==> config.mk <==
export PLATFORM = sky130hd
export DESIGN_NAME = i2c_slave_command_engine
export DESIGN_NICKNAME = d
export VERILOG_FILES = /design/src/rtl/i2cse_pkg.sv /design/src/rtl/i2cse_step.sv /design/src/rtl/i2c_slave_command_engine.sv
export SDC_FILE = /design/constraint.sdc
export NUM_CORES = 1
export LEC_CHECK = 0
export BUFFER_PORTS_ARGS = -buffer_cell sky130_fd_sc_hd__clkbuf_2
export CORE_ASPECT_RATIO = 1.5
export CORE_UTILIZATION = 55
export CTS_CLUSTER_SIZE = 10
export DETAILED_ROUTE_END_ITERATION = 8
export PLACE_DENSITY_LB_ADDON = 0.25
export REMOVE_ABC_BUFFERS = 1
export SLEW_MARGIN = 20
export SYNTH_ARGS = -nofsm -noshare
export SYNTH_HDL_FRONTEND = slang
export SYNTH_SLANG_ARGS = --single-unit
==> constraint.sdc <==
create_clock -name clk -period 5.07 [get_ports clk]
set_input_delay 0.2535 -clock clk [delete_from_list [all_inputs] [get_ports clk]]
set_output_delay 0.2535 -clock clk [all_outputs]
set_load 0.02 [all_outputs]
==> src/rtl/i2cse_pkg.sv <==
package i2cse_pkg;

  localparam logic [7:0] ACK_VAL  = 8'h00;
  localparam logic [7:0] NACK_VAL = 8'hFF;
  localparam logic [7:0] GENERAL_CALL_MASK = 8'hFE;
  localparam logic [7:0] HEADER_SKIP = 8'h06;
  localparam logic [7:0] HEADER_LAST_DEFINED = 8'h03;

  localparam logic [1:0] SDA_KEEP    = 2'd0;
  localparam logic [1:0] SDA_RELEASE = 2'd1;
  localparam logic [1:0] SDA_DRIVE   = 2'd2;

  localparam logic [3:0] BITS_NONE = 4'd0;
  localparam logic [3:0] BITS_ACK  = 4'd1;
  localparam logic [3:0] BITS_BYTE = 4'd8;

  localparam logic [1:0] WRITE_BYTES = 2'd2;

  localparam int S_TDATA_W = 16;
  localparam int M_TDATA_W = 40;

  typedef enum logic [2:0] {
    LS_IDLE    = 3'd0,
    LS_START   = 3'd1,
    LS_ADDR    = 3'd2,
    LS_RELEASE = 3'd3,
    LS_RX      = 3'd4,
    LS_HANDLE  = 3'd5
  } link_state_t;

  typedef enum logic [2:0] {
    HD_ASSIGN = 3'd0,
    HD_PING   = 3'd1,
    HD_WRITE  = 3'd2,
    HD_CLEAR  = 3'd3,
    HD_NONE   = 3'd4,
    HD_UNDEF  = 3'd5
  } header_t;

  typedef struct packed {
    link_state_t link;
    header_t     header;
    logic        substate;
    logic [1:0]  bytes_left;
    logic [7:0]  latched_index;
    logic [7:0]  own_address;
  } engine_state_t;

  typedef struct packed {
    logic [1:0] sda_direction;
    logic       shift_load_valid;
    logic [7:0] shift_load_value;
    logic [3:0] bit_count_load;
    logic       reg_write_strobe;
    logic [7:0] reg_write_index;
    logic [7:0] reg_write_value;
    logic       arbitration_used;
  } result_t;

endpackage

==> src/rtl/i2cse_step.sv <==
module i2cse_step import i2cse_pkg::*; (
  input  engine_state_t state,
  input  logic          kind,
  input  logic [7:0]    shift_byte,
  input  logic          arbitration_won,
  input  logic [7:0]    address_reg_index,
  output engine_state_t state_next,
  output result_t       result
);

  always_comb begin
    engine_state_t s;
    result_t       r;
    header_t       hdr;
    logic [7:0]    mine;
    logic [1:0]    left;
    logic          ack;
    logic          do_reply;
    logic          do_write;
    logic [7:0]    w_index;
    logic [7:0]    w_value;

    s        = state;
    r        = '0;
    hdr      = state.header;
    mine     = '0;
    left     = '0;
    ack      = 1'b0;
    do_reply = 1'b0;
    do_write = 1'b0;
    w_index  = '0;
    w_value  = '0;

    // A start condition aborts whatever transfer was in flight.
    if (kind) begin
      s.link     = LS_START;
      s.header   = HD_NONE;
      s.substate = 1'b0;
    end

    case (s.link)
      LS_START: begin
        r.bit_count_load = BITS_BYTE;
        s.link = LS_ADDR;
      end
      LS_ADDR: begin
        mine = {s.own_address[6:0], shift_byte[0]};
        do_reply = 1'b1;
        if (shift_byte == mine || (shift_byte & GENERAL_CALL_MASK) == 8'h00) begin
          ack    = 1'b1;
          s.link = LS_RX;
        end else begin
          s.link = LS_RELEASE;
        end
      end
      LS_RELEASE: begin
        r.sda_direction = SDA_RELEASE;
        s.link   = LS_IDLE;
        s.header = HD_NONE;
      end
      LS_RX: begin
        r.sda_direction  = SDA_RELEASE;
        r.bit_count_load = BITS_BYTE;
        s.link = LS_HANDLE;
      end
      LS_HANDLE: begin
        if (hdr == HD_NONE) begin
          if (shift_byte <= HEADER_LAST_DEFINED) begin
            hdr = header_t'(shift_byte[2:0]);
          end else if (shift_byte != HEADER_SKIP) begin
            hdr = HD_UNDEF;
          end
        end
        s.header = hdr;
        case (hdr)
          HD_ASSIGN: begin
            do_reply = 1'b1;
            if (!s.substate) begin
              if (s.own_address != 8'h00) begin
                s.link = LS_RELEASE;
              end else begin
                ack        = 1'b1;
                s.link     = LS_RX;
                s.substate = 1'b1;
              end
            end else begin
              r.arbitration_used = 1'b1;
              if (arbitration_won) begin
                do_write = 1'b1;
                w_index  = address_reg_index;
                w_value  = shift_byte;
                ack      = 1'b1;
              end
              s.link     = LS_RELEASE;
              s.substate = 1'b0;
            end
          end
          HD_PING: begin
            do_reply = 1'b1;
            ack      = 1'b1;
            s.link   = LS_RELEASE;
          end
          HD_WRITE: begin
            do_reply = 1'b1;
            ack      = 1'b1;
            if (!s.substate) begin
              s.substate   = 1'b1;
              s.bytes_left = WRITE_BYTES;
              s.link       = LS_RX;
            end else begin
              left = s.bytes_left - 2'd1;
              s.bytes_left = left;
              if (left == 2'd1) begin
                s.latched_index = shift_byte;
                s.link = LS_RX;
              end else if (left == 2'd0) begin
                do_write   = 1'b1;
                w_index    = s.latched_index;
                w_value    = shift_byte;
                s.link     = LS_RELEASE;
                s.substate = 1'b0;
              end
            end
          end
          HD_CLEAR: begin
            do_reply = 1'b1;
            ack      = 1'b1;
            do_write = 1'b1;
            w_index  = address_reg_index;
            w_value  = 8'h00;
            s.link   = LS_RELEASE;
          end
          default: begin
          end
        endcase
      end
      default: begin
      end
    endcase

    if (do_reply) begin
      r.sda_direction    = SDA_DRIVE;
      r.shift_load_valid = 1'b1;
      r.shift_load_value = ack ? ACK_VAL : NACK_VAL;
      r.bit_count_load   = BITS_ACK;
    end

    // A write that hits the address register also moves the own address.
    if (do_write) begin
      r.reg_write_strobe = 1'b1;
      r.reg_write_index  = w_index;
      r.reg_write_value  = w_value;
      if (w_index == address_reg_index) begin
        s.own_address = w_value;
      end
    end

    state_next = s;
    result     = r;
  end

endmodule

==> src/rtl/i2c_slave_command_engine.sv <==
// I2C slave command engine.
//
// Input channel (s_axis): one item per event from the byte shifter. tuser
// carries the event kind (1 start condition, 0 shift finished); tdata carries
// the byte in the shifter and the random-backoff arbitration flag.
// Output channel (m_axis): exactly one result item per input item: SDA
// direction, ACK/NACK load value, bit count to load, register write strobe
// with index and value, and the arbitration-consumed flag.
// Configuration: cfg_we/cfg_wdata set the register index whose write also
// updates the own slave address; write it only while no item is in flight.
//
// Each result is registered and appears in the cycle after its item is accepted.
// Throughput: one item per cycle unless m_axis stalls; the engine state update
// is a single pass of decode logic feeding the state and result registers.
// Backpressure: while a result waits on m_axis_tready, s_axis_tready stays
// high only if that result is taken in the same cycle, so the single result
// register never overflows and no item is dropped.
// Reset (rst, synchronous): link idle, no header, own address 0, address
// register index 0, output channel empty.
module i2c_slave_command_engine import i2cse_pkg::*; (
  input  logic                 clk,
  input  logic                 rst,
  input  logic                 s_axis_tvalid,
  output logic                 s_axis_tready,
  // [7:0] shift_byte, [8] arbitration_won, [15:9] zero
  input  logic [S_TDATA_W-1:0] s_axis_tdata,
  // [0] kind
  input  logic [0:0]           s_axis_tuser,
  output logic                 m_axis_tvalid,
  input  logic                 m_axis_tready,
  // [1:0] sda_direction, [2] shift_load_valid, [10:3] shift_load_value,
  // [14:11] bit_count_load, [15] reg_write_strobe, [23:16] reg_write_index,
  // [31:24] reg_write_value, [32] arbitration_used, [39:33] zero
  output logic [M_TDATA_W-1:0] m_axis_tdata,
  input  logic                 cfg_we,
  input  logic [7:0]           cfg_wdata
);

  engine_state_t state;
  engine_state_t state_next;
  result_t       step_result;
  result_t       out_result;
  logic [7:0]    address_reg_index;
  logic          accept;

  // Take a new item whenever the result register is empty or being drained.
  assign s_axis_tready = !m_axis_tvalid || m_axis_tready;
  assign accept        = s_axis_tvalid && s_axis_tready;

  i2cse_step u_step (
    .state             (state),
    .kind              (s_axis_tuser[0]),
    .shift_byte        (s_axis_tdata[7:0]),
    .arbitration_won   (s_axis_tdata[8]),
    .address_reg_index (address_reg_index),
    .state_next        (state_next),
    .result            (step_result)
  );

  // Advance the engine state only on an accepted item.
  always_ff @(posedge clk) begin
    if (rst) begin
      state.link          <= LS_IDLE;
      state.header        <= HD_NONE;
      state.substate      <= 1'b0;
      state.bytes_left    <= 2'd0;
      state.latched_index <= 8'h00;
      state.own_address   <= 8'h00;
    end else if (accept) begin
      state <= state_next;
    end
  end

  always_ff @(posedge clk) begin
    if (rst) begin
      address_reg_index <= 8'h00;
    end else if (cfg_we) begin
      address_reg_index <= cfg_wdata;
    end
  end

  // Result register: hold while stalled, load on accept.
  always_ff @(posedge clk) begin
    if (rst) begin
      m_axis_tvalid <= 1'b0;
    end else if (s_axis_tready) begin
      m_axis_tvalid <= s_axis_tvalid;
    end
  end

  always_ff @(posedge clk) begin
    if (accept) begin
      out_result <= step_result;
    end
  end

  assign m_axis_tdata = {7'd0,
                         out_result.arbitration_used,
                         out_result.reg_write_value,
                         out_result.reg_write_index,
                         out_result.reg_write_strobe,
                         out_result.bit_count_load,
                         out_result.shift_load_value,
                         out_result.shift_load_valid,
                         out_result.sda_direction};

endmodule

* Word-level counts from Yosys, hierarchy flattened
Cells that the tools add are included.
** Word-level totals
- Bits of input ports :: 30
- Output and inout bits :: 42
- Register bits after elaboration :: 67
- Word-level logic and storage cells :: 107
** Cells by class
- Multiplexer cells :: 57
- Reduce and logical (&&, ||, !) cells :: 19
- Eq/ne operators :: 13
- Order comparisons :: 1
- $add $sub $neg :: 1
** Operators with widths (count)
- $mux 8 :: 15
- $mux 3 :: 11
- $pmux 8 s3 :: 1
- $mux 17 :: 1
- $pmux 8 s2 :: 1
- $mux 1 :: 15
- $pmux 3 s5 :: 1
- $mux 13 :: 1
- $eq 3x2->1 const B :: 4
- $mux 11 :: 1
- $mux 10 :: 1
- $eq 3x3->1 const B :: 3
- $pmux 3 s3 :: 1
- $eq 8x8->1 :: 1
- $le 8x2->1 const B :: 1
- $logic_not 8->1 :: 1
- $ne 8x3->1 const B :: 1
- $pmux 1 s2 :: 4
- $reduce_bool 8->1 :: 1
- $eq 7x7->1 :: 1
- $mux 7 :: 1
- $eq 3x1->1 const B :: 2
- $pmux 3 s2 :: 1
- $reduce_and 3->1 :: 2
- other kinds (15) :: 19

* Depth between registers and ports, before layout
- Word-level depth :: 11
- Gate-level depth with buffers :: 10
- Gate-level depth less buffers :: 9

* Hierarchy
Synthesis repeated with hierarchy kept, for this count alone.
** Second synthesis, totals
- Cells, all modules :: 403
- Area, all modules :: 4083.9 µm²
** Modules (own cells, without submodules)
- i2c_slave_command_engine :: cells an instance 186, instances 1, area each 2557.5 µm², seq. area each 1671.6 µm²
- i2cse_step :: cells an instance 217, instances 1, area each 1526.5 µm², seq. area each 0.0 µm²

* Least setup slack after synthesis
OpenSTA, ideal clock, no wires.
- Path type :: reg2reg
- Start point :: reg state[19] (netlist name)
- End point :: reg state[0] (netlist name)
- Stages on the path, launching flop included :: 11
- Buffers on the path :: 2
- Data required time :: 4938 ps
- Clock period less this slack :: 2311 ps
- Setup time :: 132 ps
- Setup slack :: 2759 ps
- Data arrival time :: 2178 ps
- Path through :: dfxtp_1 buf_6 nor4_4 a41oi_2 nor4_4 buf_4 nand2_1 a22oi_2 a31oi_2 o21ai_1 a21oi_1
** On the way
- Cells in the longest elaborated chain, start to end :: 9
- Elaborated cells between the ends (all ways) :: 16
- Classes of those cells :: 4 x eq/ne; 10 x mux; 2 x reduce/logical
** Ends and longest elaborated chain
- $mux 3 :: RTL line i2cse_step.sv:70 : end else if (shift_byte != HEADER_SKIP) begin
- $mux 3 :: RTL line i2cse_step.sv:68 : if (shift_byte <= HEADER_LAST_DEFINED) begin
- $mux 3 * :: RTL line i2cse_step.sv:67 : if (hdr == HD_NONE) begin
- $mux 3 * :: RTL line i2cse_step.sv:41 : case (s.link)
- $eq 3x2->1 / $logic_not 3->1 (equally long branches) :: RTL line i2cse_step.sv:75 : case (hdr)
- $pmux 8 s3 :: RTL line i2cse_step.sv:75
- $mux 8 :: RTL line i2cse_step.sv:41
- $eq 8x8->1 :: RTL line i2cse_step.sv:153 : if (w_index == address_reg_index) begin
- $reduce_and 3->1 (no line)
Mark *: on every way between the ends. The rest lies on a longest branch, timed or not. The select of a mux whose other input is x is not followed.
A chain may end at the register's enable or synchronous reset.

* Worst setup path in the final report
- Start point :: reg state[20] (netlist name)
- End point :: reg state[6] (netlist name)
** On the way
- Cells in the longest elaborated chain, start to end :: 9
- Elaborated cells between the ends (all ways) :: 16
- Classes of those cells :: 4 x eq/ne; 10 x mux; 2 x reduce/logical
** Ends and longest elaborated chain (RTL line)
- $mux 3 :: i2cse_step.sv:70
- $mux 3 :: i2cse_step.sv:68
- $mux 3 * :: i2cse_step.sv:67
- $mux 3 * :: i2cse_step.sv:41
- $eq 3x2->1 / $logic_not 3->1 (equally long branches) :: i2cse_step.sv:75
- $pmux 8 s3 :: i2cse_step.sv:75
- $mux 8 :: i2cse_step.sv:41
- $eq 8x8->1 :: i2cse_step.sv:153
- $reduce_and 3->1 (no line)
Marks and branches as above.

==> impl_results.md <==
* Clock transition at path regs at roughly 0.060 ns
* Clk_skew at 0.00626 ns
* Clock sink count at 57
* Run status: complete, but fails checks
* Fin nets at 406
* Pin slew with the least headroom to its limit at 0.722 ns
* Maximum clock rate at 335 MHz
* # diodes at 0
* Synth area leaders: edfxtp_1 (22%), dfxtp_1 (22%), mux2i_1 (4.9%)
* Max H-tree Level at 3
* CTS tree: yes
* Yosys warning count at 0
* Syn Inst Count at 331
* Worst Setup Path Type: flip-flop to flip-flop
* Max Buffers Root-to-Sink at 2
* Worst-Skew Late Latency at 0.34 ns
* Critical path arrival at 3.17 ns
* Root buf cell: clkbuf_8
* Non-Filler Instances at 449
* Routed vias at between 2000 and 3000
* Post-CTS Setup Bufs at 0
* Final period utilization at 59.0%
* Drt total wl at 7010 um
* First-pass GRT wire length at about 11000 um
* Std cell rows at 33
* Synth-to-layout area growth at 12.3%
* Die boundary width at 63.3 um
* Number of synthesized flops with an enable pin at 23
* Setup violations, final at 0
* Class of the worst hold path: primary input to flip-flop
* GRT Util Overall at roughly 25%
* Rel. slew slack at 51.5%
* Synthesized area per cell at 9.35 sq um
* Post-cts resize count at 0
* Initial antenna violation count at 0
* Failing checks: DRC
* Hold-fix buffers at CTS at 0
* Area fraction of the dominant cell type after synthesis at 22.3%
* Ys flop type: dfxtp_1
* RSZ-0062 raised after global routing: false
* Register area share after synthesis at 44.3%
* Post-synth ARST share at 0%
* Crit end category: flip-flop
* Hold Vio Cnt, Final at 0
* Core Area at 5450 sq um
* 1st-pass router iterations at 6
* DIE AREA at 5940 sq um
* PortBufs at 55
* Crit path time final at approximately 3.0 ns
* Via density at 5.77
* Commonest cells after routing, fill and taps aside: clkbuf_2 (55), dfxtp_1 (34), nor2_1 (33)
* Share of layout cells above drive strength 1 at 22.7%
* DRC Markers at 2
* TNS Setup at 0 ns
* First DRT Iteration DRCs at 104
* Starting Density at 56.8%
* Pwr/cell area at 291 nW/um^2
* Max-Cap Viols at 0
* DP Wirelength at ~5000 um
* Worst hold slack at 0.143 ns
* Inserted Clock Buffers at 9
* Most common cell after layout, fill and taps aside: clkbuf_2
* Vias in the first global route at 2406
* Drt wl/cell at 15.6 um
* DP Cell Count at 433
* Max VDD drop at about 0.19 mV
* Worst-path fanout max at 12
* Crit path required time at 5.25 ns
* GR Overflow Total at 0
* #FFs+latches synth at 57
* Distinct cells, synth at 57
* Slew Limit Fails at 0
* Leakage at 1.35 nW
* Routed Antenna Nets at 0
* Area leader, netlist: edfxtp_1
* Largest net degree at the start of global routing at 35
* Num ports at 72
* Routability Congestion at between 0.8 and 0.9
* Die H at between 90 and 100 um
* Synthesized area at approximately 3100 sq um
* Worst Setup Start Kind: flip-flop
[stage by stage]
stage                     instance area (sq um)  utilization, %  power (mW)  worst slack (ns)
after floorplan                            2930               -       0.579              2.66
after global placement                     3300            60.5       0.623              2.18
after detailed placement                   3300            60.5       0.626              2.13
after CTS                                  3480            63.8        1.02              2.08
after global routing                       3480            63.8        1.05              1.85
final                                      3480            63.8        1.01              2.08
[logic make-up after synthesis]
family	Yosys count	synth area share (%)
AND/OR/NAND/NOR	122	21.3
AO/OA/AOI/OAI	81	18.5
flip-flops	57	44.3
buffers and inverters	46	8.12
multiplexers	15	4.85
XOR/XNOR	7	1.98
adder cells (fa/ha/maj)	2	0.808
other	1	0.121
[flip-flops by register name (all words and copies together), names as in the netlist]
name               flops
address_reg_index      8
m_axis_tvalid          1
state                 25
m_axis_tdata          23
[layer usage]
layer / vias up / GRT usage, % / routed length (um)
li1: 1268 / - / -
met1: 1238 / 26.6 / 2830
met2: 72 / 44.4 / 3790
met3: 14 / 7.04 / 251
met4: 0 / 13.3 / 144
met5: - / 0 / 0
[worst paths after layout]
check,endpoint,start,slack [ns],depth (start not counted)
worst min-delay path,m_axis_tvalid,s_axis_tvalid,0.14,3
worst max-delay path,state[6],state[20],2.08,8
worst max register to register,state[6],state[20],2.08,8
worst min register to register,state[7],state[7],0.50,2
[cell usage after synthesis (5+ instances only)]
cell type / n
a21oi_1: 29
a22oi_1: 6
and2_1: 9
buf_4: 18
clkbuf_1: 10
dfxtp_1: 34
edfxtp_1: 23
inv_1: 14
mux2i_1: 15
nand2_1: 26
nand2b_1: 7
nand3_1: 15
nor2_1: 33
nor3_1: 6
nor4_1: 8
o21ai_0: 5
o21ai_1: 9
xor2_1: 5
[worst max-delay path: stages, from the launching register on]
cell	delay (ns)
dfxtp_1	0.39
nor4_4	0.40
a41oi_2	0.30
nor4_4	0.69
a221oi_1	0.16
o21ai_1	0.26
o2111ai_2	0.32
o21ai_1	0.23
a21oi_1	0.08
[area by class of cell]
type,instances,area (sq um)
Fill cell,516,1970
Sequential cell,57,1370
Multi-Input combinational cell,236,1500
Clock buffer,11,131
Clock inverter,5,47.5
Inverter,14,52.6
Timing Repair Buffer,56,283
Tap cell,70,87.6
[where the power goes]
group          leakage [nW]  internal (mW)  switching [mW]
Sequential            0.509          0.492          0.0128
Clock                0.0922          0.222           0.174
Combinational         0.747         0.0370          0.0737
(Power assumes the default switching activity.)
